**src/design/rmtf_pkg.sv**
```systemverilog
// Shared types and constants for the move-to-front recent entry list.
// Used by the storage cells, the top level and the port checker.
`default_nettype none
package rmtf_pkg;

  // Number of cells in the chain, and the widths that follow from it
  localparam int DEPTH = 32;
  localparam int IDX_W = $clog2(DEPTH);
  localparam int CNT_W = $clog2(DEPTH + 1);
  // Compare domain wide enough for the count plus one and the 6-bit limit
  localparam int CMP_W = (CNT_W + 1 > 6) ? CNT_W + 1 : 6;

  // Operation codes
  localparam logic [1:0] OP_ADD   = 2'd0;
  localparam logic [1:0] OP_READ  = 2'd1;
  localparam logic [1:0] OP_CLEAR = 2'd2;

  localparam logic [5:0] MAX_ENTRIES_RST = 6'd20;

  typedef struct packed {
    logic [7:0]  drv;
    logic [7:0]  spc;
    logic [11:0] chn;
    logic [15:0] svc;
    logic [15:0] net;
  } entry_t;

  typedef struct packed {
    logic [1:0]  operation;
    logic [7:0]  driver_id;
    logic [7:0]  space;
    logic [11:0] channel_number;
    logic [15:0] service_id;
    logic [15:0] network_id;
    logic [5:0]  read_index;
  } in_item_t;

  typedef struct packed {
    logic        entry_valid;
    logic [7:0]  out_driver_id;
    logic [7:0]  out_space;
    logic [11:0] out_channel_number;
    logic [15:0] out_service_id;
    logic [15:0] out_network_id;
    logic [5:0]  entry_count;
    logic        add_unchanged;
  } out_item_t;

  // Per-cell control from the sequencer
  typedef struct packed {
    logic cmp_en;   // capture the key compare
    logic in_use;   // cell position lies below the held count
    logic shift_en; // take the neighbour's entry
  } cell_ctl_t;

endpackage
`default_nettype wire

```
**src/design/rmtf_cell.sv**
```systemverilog
// One storage cell of the list: holds an entry, compares it with the search
// key and takes its upstream neighbour's entry on a shift. Uses rmtf_pkg.
`default_nettype none
module rmtf_cell (
  input  wire                 clk,
  input  rmtf_pkg::cell_ctl_t ctl,
  input  rmtf_pkg::entry_t    key,
  input  rmtf_pkg::entry_t    prev,
  output rmtf_pkg::entry_t    q,
  output logic                match
);
  import rmtf_pkg::*;

  entry_t entry_r;
  logic   match_r;
  logic   key_eq;

  // Compare on everything but the network id
  assign key_eq = (entry_r.drv == key.drv) && (entry_r.spc == key.spc) &&
                  (entry_r.chn == key.chn) && (entry_r.svc == key.svc);

  // Hold the compare result for the update cycle
  always_ff @(posedge clk) begin
    if (ctl.cmp_en) begin
      match_r <= ctl.in_use & key_eq;
    end
  end

  // Advance the entry down the chain
  always_ff @(posedge clk) begin
    if (ctl.shift_en) begin
      entry_r <= prev;
    end
  end

  assign q     = entry_r;
  assign match = match_r;

endmodule
`default_nettype wire

```
**src/design/recent_entry_move_to_front_list_unit.sv**
```systemverilog
// Top level of the move-to-front recent entry list: sequencer, count,
// limit register and the chain of rmtf_cell instances. Uses rmtf_pkg.
// The result strobe follows the start transfer through the compare, update and output
// states; busy covers compare and update, so a new item may start in the output state.
// The sequence is set by the registered compare in every cell and the update pass.
// Reset: count cleared, limit set to 20; cell contents stay undefined.
// The receiver cannot stall: each result shows for one cycle only.
`default_nettype none
module recent_entry_move_to_front_list_unit (
  input  wire                  clk,
  input  wire                  rst_n,
  input  wire                  start,
  output logic                 busy,
  input  rmtf_pkg::in_item_t   in_item,
  output logic                 out_strobe,
  output rmtf_pkg::out_item_t  out_result,
  input  wire                  cfg_wr_en,
  input  wire [5:0]            cfg_wr_data
);
  import rmtf_pkg::*;

  localparam logic [1:0] ST_IDLE = 2'd0;
  localparam logic [1:0] ST_CMP  = 2'd1;
  localparam logic [1:0] ST_UPD  = 2'd2;
  localparam logic [1:0] ST_OUT  = 2'd3;

  logic [1:0]       state_r, state_nxt;
  logic [CNT_W-1:0] held_r, held_nxt;
  logic [5:0]       max_r;
  in_item_t         item_r;
  out_item_t        res_r, res_nxt;
  logic             strobe_r;

  entry_t           new_entry;
  entry_t           cell_q   [DEPTH];
  entry_t           cell_prev[DEPTH];
  cell_ctl_t        cell_ctl [DEPTH];
  logic [DEPTH-1:0] match_v;
  logic [DEPTH-1:0] before_v;
  logic [DEPTH-1:0] low_mask;

  logic             accept;
  logic             found;
  logic             unchanged;
  logic             do_move;
  logic [CMP_W-1:0] limit;
  logic [CMP_W-1:0] cnt_after;
  logic             rd_valid;
  entry_t           rd_entry;

  assign accept = start && !busy;
  assign busy   = (state_r == ST_CMP) || (state_r == ST_UPD);

  assign new_entry = '{drv: item_r.driver_id, spc: item_r.space,
                       chn: item_r.channel_number, svc: item_r.service_id,
                       net: item_r.network_id};

  // Sequence one item through compare, update and output
  always_comb begin
    state_nxt = state_r;
    case (state_r)
      ST_IDLE: if (accept) state_nxt = ST_CMP;
      ST_CMP:  state_nxt = ST_UPD;
      ST_UPD:  state_nxt = ST_OUT;
      ST_OUT:  state_nxt = accept ? ST_CMP : ST_IDLE;
      default: state_nxt = ST_IDLE;
    endcase
  end

  // Find the first matching cell: each cell learns whether any cell ahead matched
  always_comb begin
    for (int i = 0; i < DEPTH; i++) begin
      low_mask    = (DEPTH'(1) << i) - DEPTH'(1);
      before_v[i] = |(match_v & low_mask);
    end
  end

  assign found     = |match_v;
  assign unchanged = match_v[0] && (cell_q[0].net == item_r.network_id);
  assign do_move   = (state_r == ST_UPD) && (item_r.operation == OP_ADD) && !unchanged;

  // Drive the chain controls
  always_comb begin
    for (int i = 0; i < DEPTH; i++) begin
      cell_ctl[i].cmp_en   = (state_r == ST_CMP);
      cell_ctl[i].in_use   = CNT_W'(i) < held_r;
      cell_ctl[i].shift_en = do_move && !before_v[i];
    end
  end

  // Chain of cells; the front cell takes the new entry
  for (genvar g = 0; g < DEPTH; g++) begin : g_cell
    if (g == 0) begin : g_front
      assign cell_prev[g] = new_entry;
    end else begin : g_body
      assign cell_prev[g] = cell_q[g-1];
    end
    rmtf_cell u_cell (
      .clk   (clk),
      .ctl   (cell_ctl[g]),
      .key   (new_entry),
      .prev  (cell_prev[g]),
      .q     (cell_q[g]),
      .match (match_v[g])
    );
  end

  // Work out the count after an add, dropping one from the back past the limit
  always_comb begin
    limit     = (CMP_W'(max_r) > CMP_W'(DEPTH)) ? CMP_W'(DEPTH) : CMP_W'(max_r);
    cnt_after = found ? CMP_W'(held_r) : CMP_W'(held_r) + CMP_W'(1);
    if (cnt_after > limit) begin
      cnt_after = cnt_after - CMP_W'(1);
    end
  end

  assign rd_valid = CMP_W'(item_r.read_index) < CMP_W'(held_r);
  assign rd_entry = cell_q[item_r.read_index[IDX_W-1:0]];

  // Build the next count and the result
  always_comb begin
    held_nxt = held_r;
    res_nxt  = '0;
    if (state_r == ST_UPD) begin
      case (item_r.operation)
        OP_ADD: begin
          if (unchanged) begin
            res_nxt.add_unchanged = 1'b1;
          end else begin
            held_nxt = cnt_after[CNT_W-1:0];
          end
        end
        OP_READ: begin
          if (rd_valid) begin
            res_nxt.entry_valid        = 1'b1;
            res_nxt.out_driver_id      = rd_entry.drv;
            res_nxt.out_space          = rd_entry.spc;
            res_nxt.out_channel_number = rd_entry.chn;
            res_nxt.out_service_id     = rd_entry.svc;
            res_nxt.out_network_id     = rd_entry.net;
          end
        end
        OP_CLEAR: held_nxt = '0;
        default:  held_nxt = held_r;
      endcase
      res_nxt.entry_count = 6'(held_nxt);
    end
  end

  // Control registers
  always_ff @(posedge clk) begin
    if (!rst_n) begin
      state_r  <= ST_IDLE;
      held_r   <= '0;
      max_r    <= MAX_ENTRIES_RST;
      strobe_r <= 1'b0;
    end else begin
      state_r  <= state_nxt;
      held_r   <= held_nxt;
      strobe_r <= (state_r == ST_UPD);
      if (cfg_wr_en) begin
        max_r <= cfg_wr_data;
      end
    end
  end

  // Payload registers
  always_ff @(posedge clk) begin
    if (accept) begin
      item_r <= in_item;
    end
    if (state_r == ST_UPD) begin
      res_r <= res_nxt;
    end
  end

  assign out_strobe = strobe_r;
  assign out_result = res_r;

endmodule
`default_nettype wire

```
**config.mk**
```make
export PLATFORM = sky130hd
export DESIGN_NAME = recent_entry_move_to_front_list_unit
export DESIGN_NICKNAME = d
export VERILOG_FILES = /design/src/design/rmtf_pkg.sv /design/src/design/rmtf_cell.sv /design/src/design/recent_entry_move_to_front_list_unit.sv
export SDC_FILE = /design/constraint.sdc
export NUM_CORES = 2
export LEC_CHECK = 0
export BUFFER_PORTS_ARGS = -buffer_cell sky130_fd_sc_hd__clkbuf_2
export CAP_MARGIN = 5
export CORE_UTILIZATION = 54
export CTS_BUF_LIST = sky130_fd_sc_hd__clkbuf_4 sky130_fd_sc_hd__clkbuf_8 sky130_fd_sc_hd__clkbuf_16
export CTS_CLUSTER_SIZE = 16
export DETAILED_ROUTE_END_ITERATION = 8
export MAX_ROUTING_LAYER = met4
export PLACE_DENSITY = 0.77
export SYNTH_ARGS = -nofsm -noshare
export SYNTH_HDL_FRONTEND = slang
export SYNTH_HIERARCHICAL = 1
export SYNTH_SLANG_ARGS = --single-unit
```
**constraint.sdc**
```tcl
create_clock -name clk -period 20.1 [get_ports clk]
set_input_delay 2.01 -clock clk [delete_from_list [all_inputs] [get_ports clk]]
set_output_delay 2.01 -clock clk [all_outputs]
set_load 0.01 [all_outputs]
```
Yosys cells after proc, flatten, opt, wreduce, memory -nomap -nowiden
Cells that the tools add are included.
- register bits: 2103
- input bits: 78
- output and inout bits: 70
- logic and storage cells: 629
- add/sub/neg operators: 2
- magnitude comparators: 36
- eq/ne operators: 135
- muxes and demuxes: 13
- bitwise operators: 33
- reductions and logical operators: 199
- operator list (cell ; number):
    $eq 16x16->1 ; 33
    $eq 8x8->1 ; 64
    $eq 12x12->1 ; 32
    $bmux 60 s5 ; 1
    $logic_and 1x1->1 ; 131
    $mux 60 ; 2
    $lt 5x6->1 const A ; 16
    $mux 61 ; 1
    $lt 4x6->1 const A ; 8
    $logic_not 1->1 ; 33
    $and 1x1->1 ; 32
    $reduce_or 32->1 ; 1
    $reduce_or 31->1 ; 1
    $reduce_or 30->1 ; 1
    $reduce_or 29->1 ; 1
    $reduce_or 28->1 ; 1
    $reduce_or 27->1 ; 1
    $reduce_or 26->1 ; 1
    $reduce_or 25->1 ; 1
    $lt 3x6->1 const A ; 4
    $reduce_or 24->1 ; 1
    $reduce_or 23->1 ; 1
    $reduce_or 22->1 ; 1
    $reduce_or 21->1 ; 1
    other kinds (40) ; 49

Depth between registers and ports, before layout
- depth in word-level cells: 6
- mapped depth: 14

Modules after synthesis
Netlist, hierarchy kept.
- modules (own cells, without submodules) (module ; times used ; cells an instance ; area each (um^2) ; seq. area each (um^2)):
    rmtf_cell ; 32 ; 121 ; 2318.5 ; 1831.8
    recent_entry_move_to_front_list_unit ; 1 ; 1293 ; 21031.4 ; 4384.2

Worst setup path after synthesis
Ideal clock, no wire load.
- path type: register to register
- start point: reg state_r[0]
- end point: reg g_cell[8].u_cell.entry_r (netlist bit g_cell[8].u_cell/q[0]) (enable)
- data arrival time: 13.415 ns
- required time: 19.474 ns
- setup slack: 6.059 ns
- cell stages (with the launch flop): 7
- period minus slack after synthesis: 14.041 ns
- cells stage by stage: dfxtp_1 > inv_1 > ha_1 > or4b_2 > nor3_1 > nand2_1 > nor4_1
- RTL lines (element ; RTL line ; RTL):
    start, declared ; recent_entry_move_to_front_list_unit.sv:27 ; logic [1:0] state_r, state_nxt;
    start signal, assigned ; recent_entry_move_to_front_list_unit.sv:158 ; state_r <= state_nxt;
    end signal, assigned ; rmtf_cell.sv:32 ; entry_r <= prev;
    end, declared ; rmtf_cell.sv:14 ; entry_t entry_r;

==> results.py <==
metrics = {
    "clock_network": {
        "htreeDepth": 4,
        "post_cts_buffers": 0,
        "cts.path.max_buffers": 3,
        "cts_inserted_buffers": 203,
        "cts_hold_buf": 0,
        "tritoncts": "built",
        "clk_latency_ns": 0.87,
        "cts.sinks": 2103,
        "cts_root_buffer": "clkbuf_16",
        "postCtsResizedCells": 0,
        "clk_pin_slew_ns": 0.07,
    },
    "routing": {
        "vias": 52557,
        "viasPerCell": 6.59,
        "drc_errors": 0,
        "maxUsedRoutingLayer": "met4",
        "met3WireLength_um": 30600,
        "drt_wl_total_um": 247000,
        "wl_per_cell_um": 30.9,
        "antenna_left": 0,
        "drt_pass1_iterations": 5,
        "wl_met2_um": 110000,
        "wirelength_met1_um": 97300,
        "drtIter0Drc": 7485,
    },
    "logic_synthesis": {
        "seq_area_frac_synth_pct": 66.2,
        "synth_top_cell_area_share_pct": 65.8,
        "yosys.area_share.simple_pct": 4.33,
        "synth_edf_count": 2088,
        "syn_inst": 5165,
        "synth_top_family_by_area": "multiplexers",
        "synth_cell_types": 50,
        "ys_seq_elements": 2103,
        "synth-compound-area-share_pct": 0.399,
        "synthMuxAreaShare_pct": 14.9,
        "ys_top_cells_by_area": "edfxtp_1, mux4_2, xor2_1, nor4_1, mux2i_1",
        "yosys.area.top_type": "edfxtp_1",
        "synthXorXnorAreaFrac_pct": 13.2,
        "synthesis.area_um2": 95200,
        "ys_async_sr_fraction_pct": 0,
        "syn_nets": 5261,
        "synthAdderAreaFrac_pct": 0.237,
        "ys_warn_count": 6,
        "yosys_most_used_dff": "edfxtp_1",
        "postSynthAreaPerCell_um2": 18.4,
    },
    "final_layout": {
        "finish.net_count": 5575,
        "finish.utilization_pct": 60.7,
        "syn_to_final_growth_pct": 11.4,
        "drive_above_1_share_pct": 22.6,
        "final_area_um2": 106000,
        "stdcell_count": 7979,
    },
    "setup_path": {
        "critPathMaxStageDelay_ns": 0.82,
        "cp_cell_sequence": "inv_1 > ha_4 > or4b_2 > clkinv_2 > buf_4 > nand3_1 > or3_1 > or3_1 > nor4_2 > buf_4",
        "cp_slowest_cell": "or4b_2",
        "startpoint": "state_r[0]",
        "cp-end-kind": "flip-flop",
        "r2r-end": "g_cell[16].u_cell/q[7]",
        "rr_worst_depth": 10,
        "reg2reg_from": "state_r[0]",
        "reg2reg_slack_ns": 14.80,
        "arrival_ns": 5.78,
        "path_class": "reg -> reg",
        "crit_end": "g_cell[16].u_cell/q[7]",
        "cp_max_fo": 61,
        "cp_num_buf_inv": 4,
        "critPathTopFamily": "simple AND/OR/NAND/NOR gates",
        "cp.required_ns": 20.57,
        "path_depth": 10,
        "start_kind": "flip-flop",
    },
    "timing": {
        "setup-tns-final_ns": 0,
        "fmax_mhz": 189,
        "setup_viol": 0,
        "finalCriticalPeriod_ns": 5.30,
        "slew_violations": 0,
        "finalHoldViolations": 0,
        "setup_ws_ns": 14.80,
        "period_share_pct": 26.4,
        "skew_ns": 0.0321,
        "slew_headroom_pct": 14.2,
        "rsz0062_at_grt": "no",
        "worst_pin_slew_ns": 1.29,
    },
    "flow_run": {
        "drv_cap": 0,
    },
    "floorplan": {
        "die_y_um": 422,
        "io_pins": 148,
        "fp.dieArea_um2": 178000,
        "start_util_pct": 54.5,
        "core_area_um2": 175000,
        "die_w_um": 422,
        "rows": 153,
    },
    "grt": {
        "grt_usage_pct": 28.5,
        "antenna_found_initial": 17,
        "grt_pass1_wl_um": 360000,
        "grt_overflow_total": 0,
        "grt_max_degree": 166,
        "grt_pass1_vias": 51077,
    },
    "place": {
        "hpwl_um": 168000,
        "dp.cells": 7599,
        "dpl_cell_area_um2": 99400,
        "pre_cts_ws_ns": 14.75,
        "port-buffer-count": 147,
        "gp_routability_congestion": 0.957,
    },
    "min_path": {
        "worstHoldStart": "g_cell[6].u_cell/q[13]",
        "hold_class": "reg -> reg",
    },
    "power_and_ir_drop": {
        "peakVddDrop_uv": 89.7,
        "p_leak_nw": 34.7,
        "power.density_nw_per_um2": 107,
    },
    "outcome": {
        "status": "finished clean",
    },
}
-- area by class of cell --
class / instances / area [um^2]
Antenna cell: 10 / 25.0
Clock buffer: 267 / 5580
Clock inverter: 103 / 1050
Fill cell: 12330 / 68500
Inverter: 31 / 128
Multi-Input combinational cell: 2878 / 31700
Sequential cell: 2103 / 63000
Tap cell: 2325 / 2910
Timing Repair Buffer: 262 / 1640
-- layout by cell type, fill, tap and decap left out, types with 17 or more instances in the layout --
cell type / n
mux2i_1: 69
clkinv_2: 34
mux4_2: 600
nor4_2: 40
clkbuf_16: 204
nand2_1: 65
o21ai_0: 22
bufinv_16: 18
xnor2_1: 57
buf_4: 112
ha_1: 17
inv_1: 21
nor3_1: 35
nand3_1: 37
clkbuf_4: 63
nand4_1: 69
clkinv_1: 39
edfxtp_1: 2088
xor2_1: 1378
nor2_1: 77
nor4_1: 328
clkbuf_2: 147
-- Yosys cell counts, drive strengths merged (2+ instances only) --
library cell and number:
edfxtp 2088, nor3b 2, mux2i 69, xor2 1378
a31oi 4, nor3 41, nor2 89, inv 30
a22o 5, nor4 369, nand2 65, and2 2
xnor2 58, or3 7, nor2b 4, ha 18
o21ai 22, nand4 71, a21oi 12, mux4 600
o22ai 2, nand3 38, dfxtp 15, buf 36
clkbuf 117, nand2b 4, a21o 2
-- per-layer routing --
metal / vias up / track usage [%]
met5: - / -
met4: 0 / 8.88
met3: 370 / 7.08
met2: 3400 / 40.3
met1: 27520 / 40.9
li1: 21267 / -
-- kinds of logic after synthesis --
family / count (synthesis)
multiplexers: 669
XOR/XNOR: 1436
AND/OR/NAND/NOR: 697
adder cells (fa/ha/maj): 18
flip-flops: 2103
AO/OA/AOI/OAI: 58
buffers and inverters: 184
-- through the flow --
stage                     hold slack [ns]  power, W
final                               0.422    0.0114
after global routing                0.435    0.0117
after detailed placement            0.429   0.00756
after CTS                           0.422    0.0114
after floorplan                     0.421   0.00676
after global placement              0.423   0.00752
-- registers in the layout, summed over array words and instances, names as in the netlist --
signal / flops
item_r: 8
state_r: 2
cell_prev: 60
g_cell.u_cell/q: 1920
max_r: 6
held_r: 6
out_result: 68
out_strobe: 1
g_cell.u_cell/match: 32
-- worst min path at each step --
stage	end	slack, ns	depth (start not counted)
6_report	g_cell[7].u_cell/q[13]	0.42	0
5_1_grt	g_cell[19].u_cell/q[1]	0.44	0
4_1_cts	g_cell[19].u_cell/q[1]	0.42	0
3_5_place_dp	g_cell[3].u_cell/q[10]	0.43	0
3_3_place_gp	g_cell[14].u_cell/q[1]	0.42	0
2_1_floorplan	g_cell[11].u_cell/q[0]	0.42	0
-- power by group --
part / total, W / switching (W) / internal, W
Sequential: 0.00502 / 0.000103 / 0.00492
Clock: 0.00386 / 0.00167 / 0.00219
Combinational: 0.00251 / 0.00149 / 0.00102
Note: power is estimated with default switching activity, not from simulation.
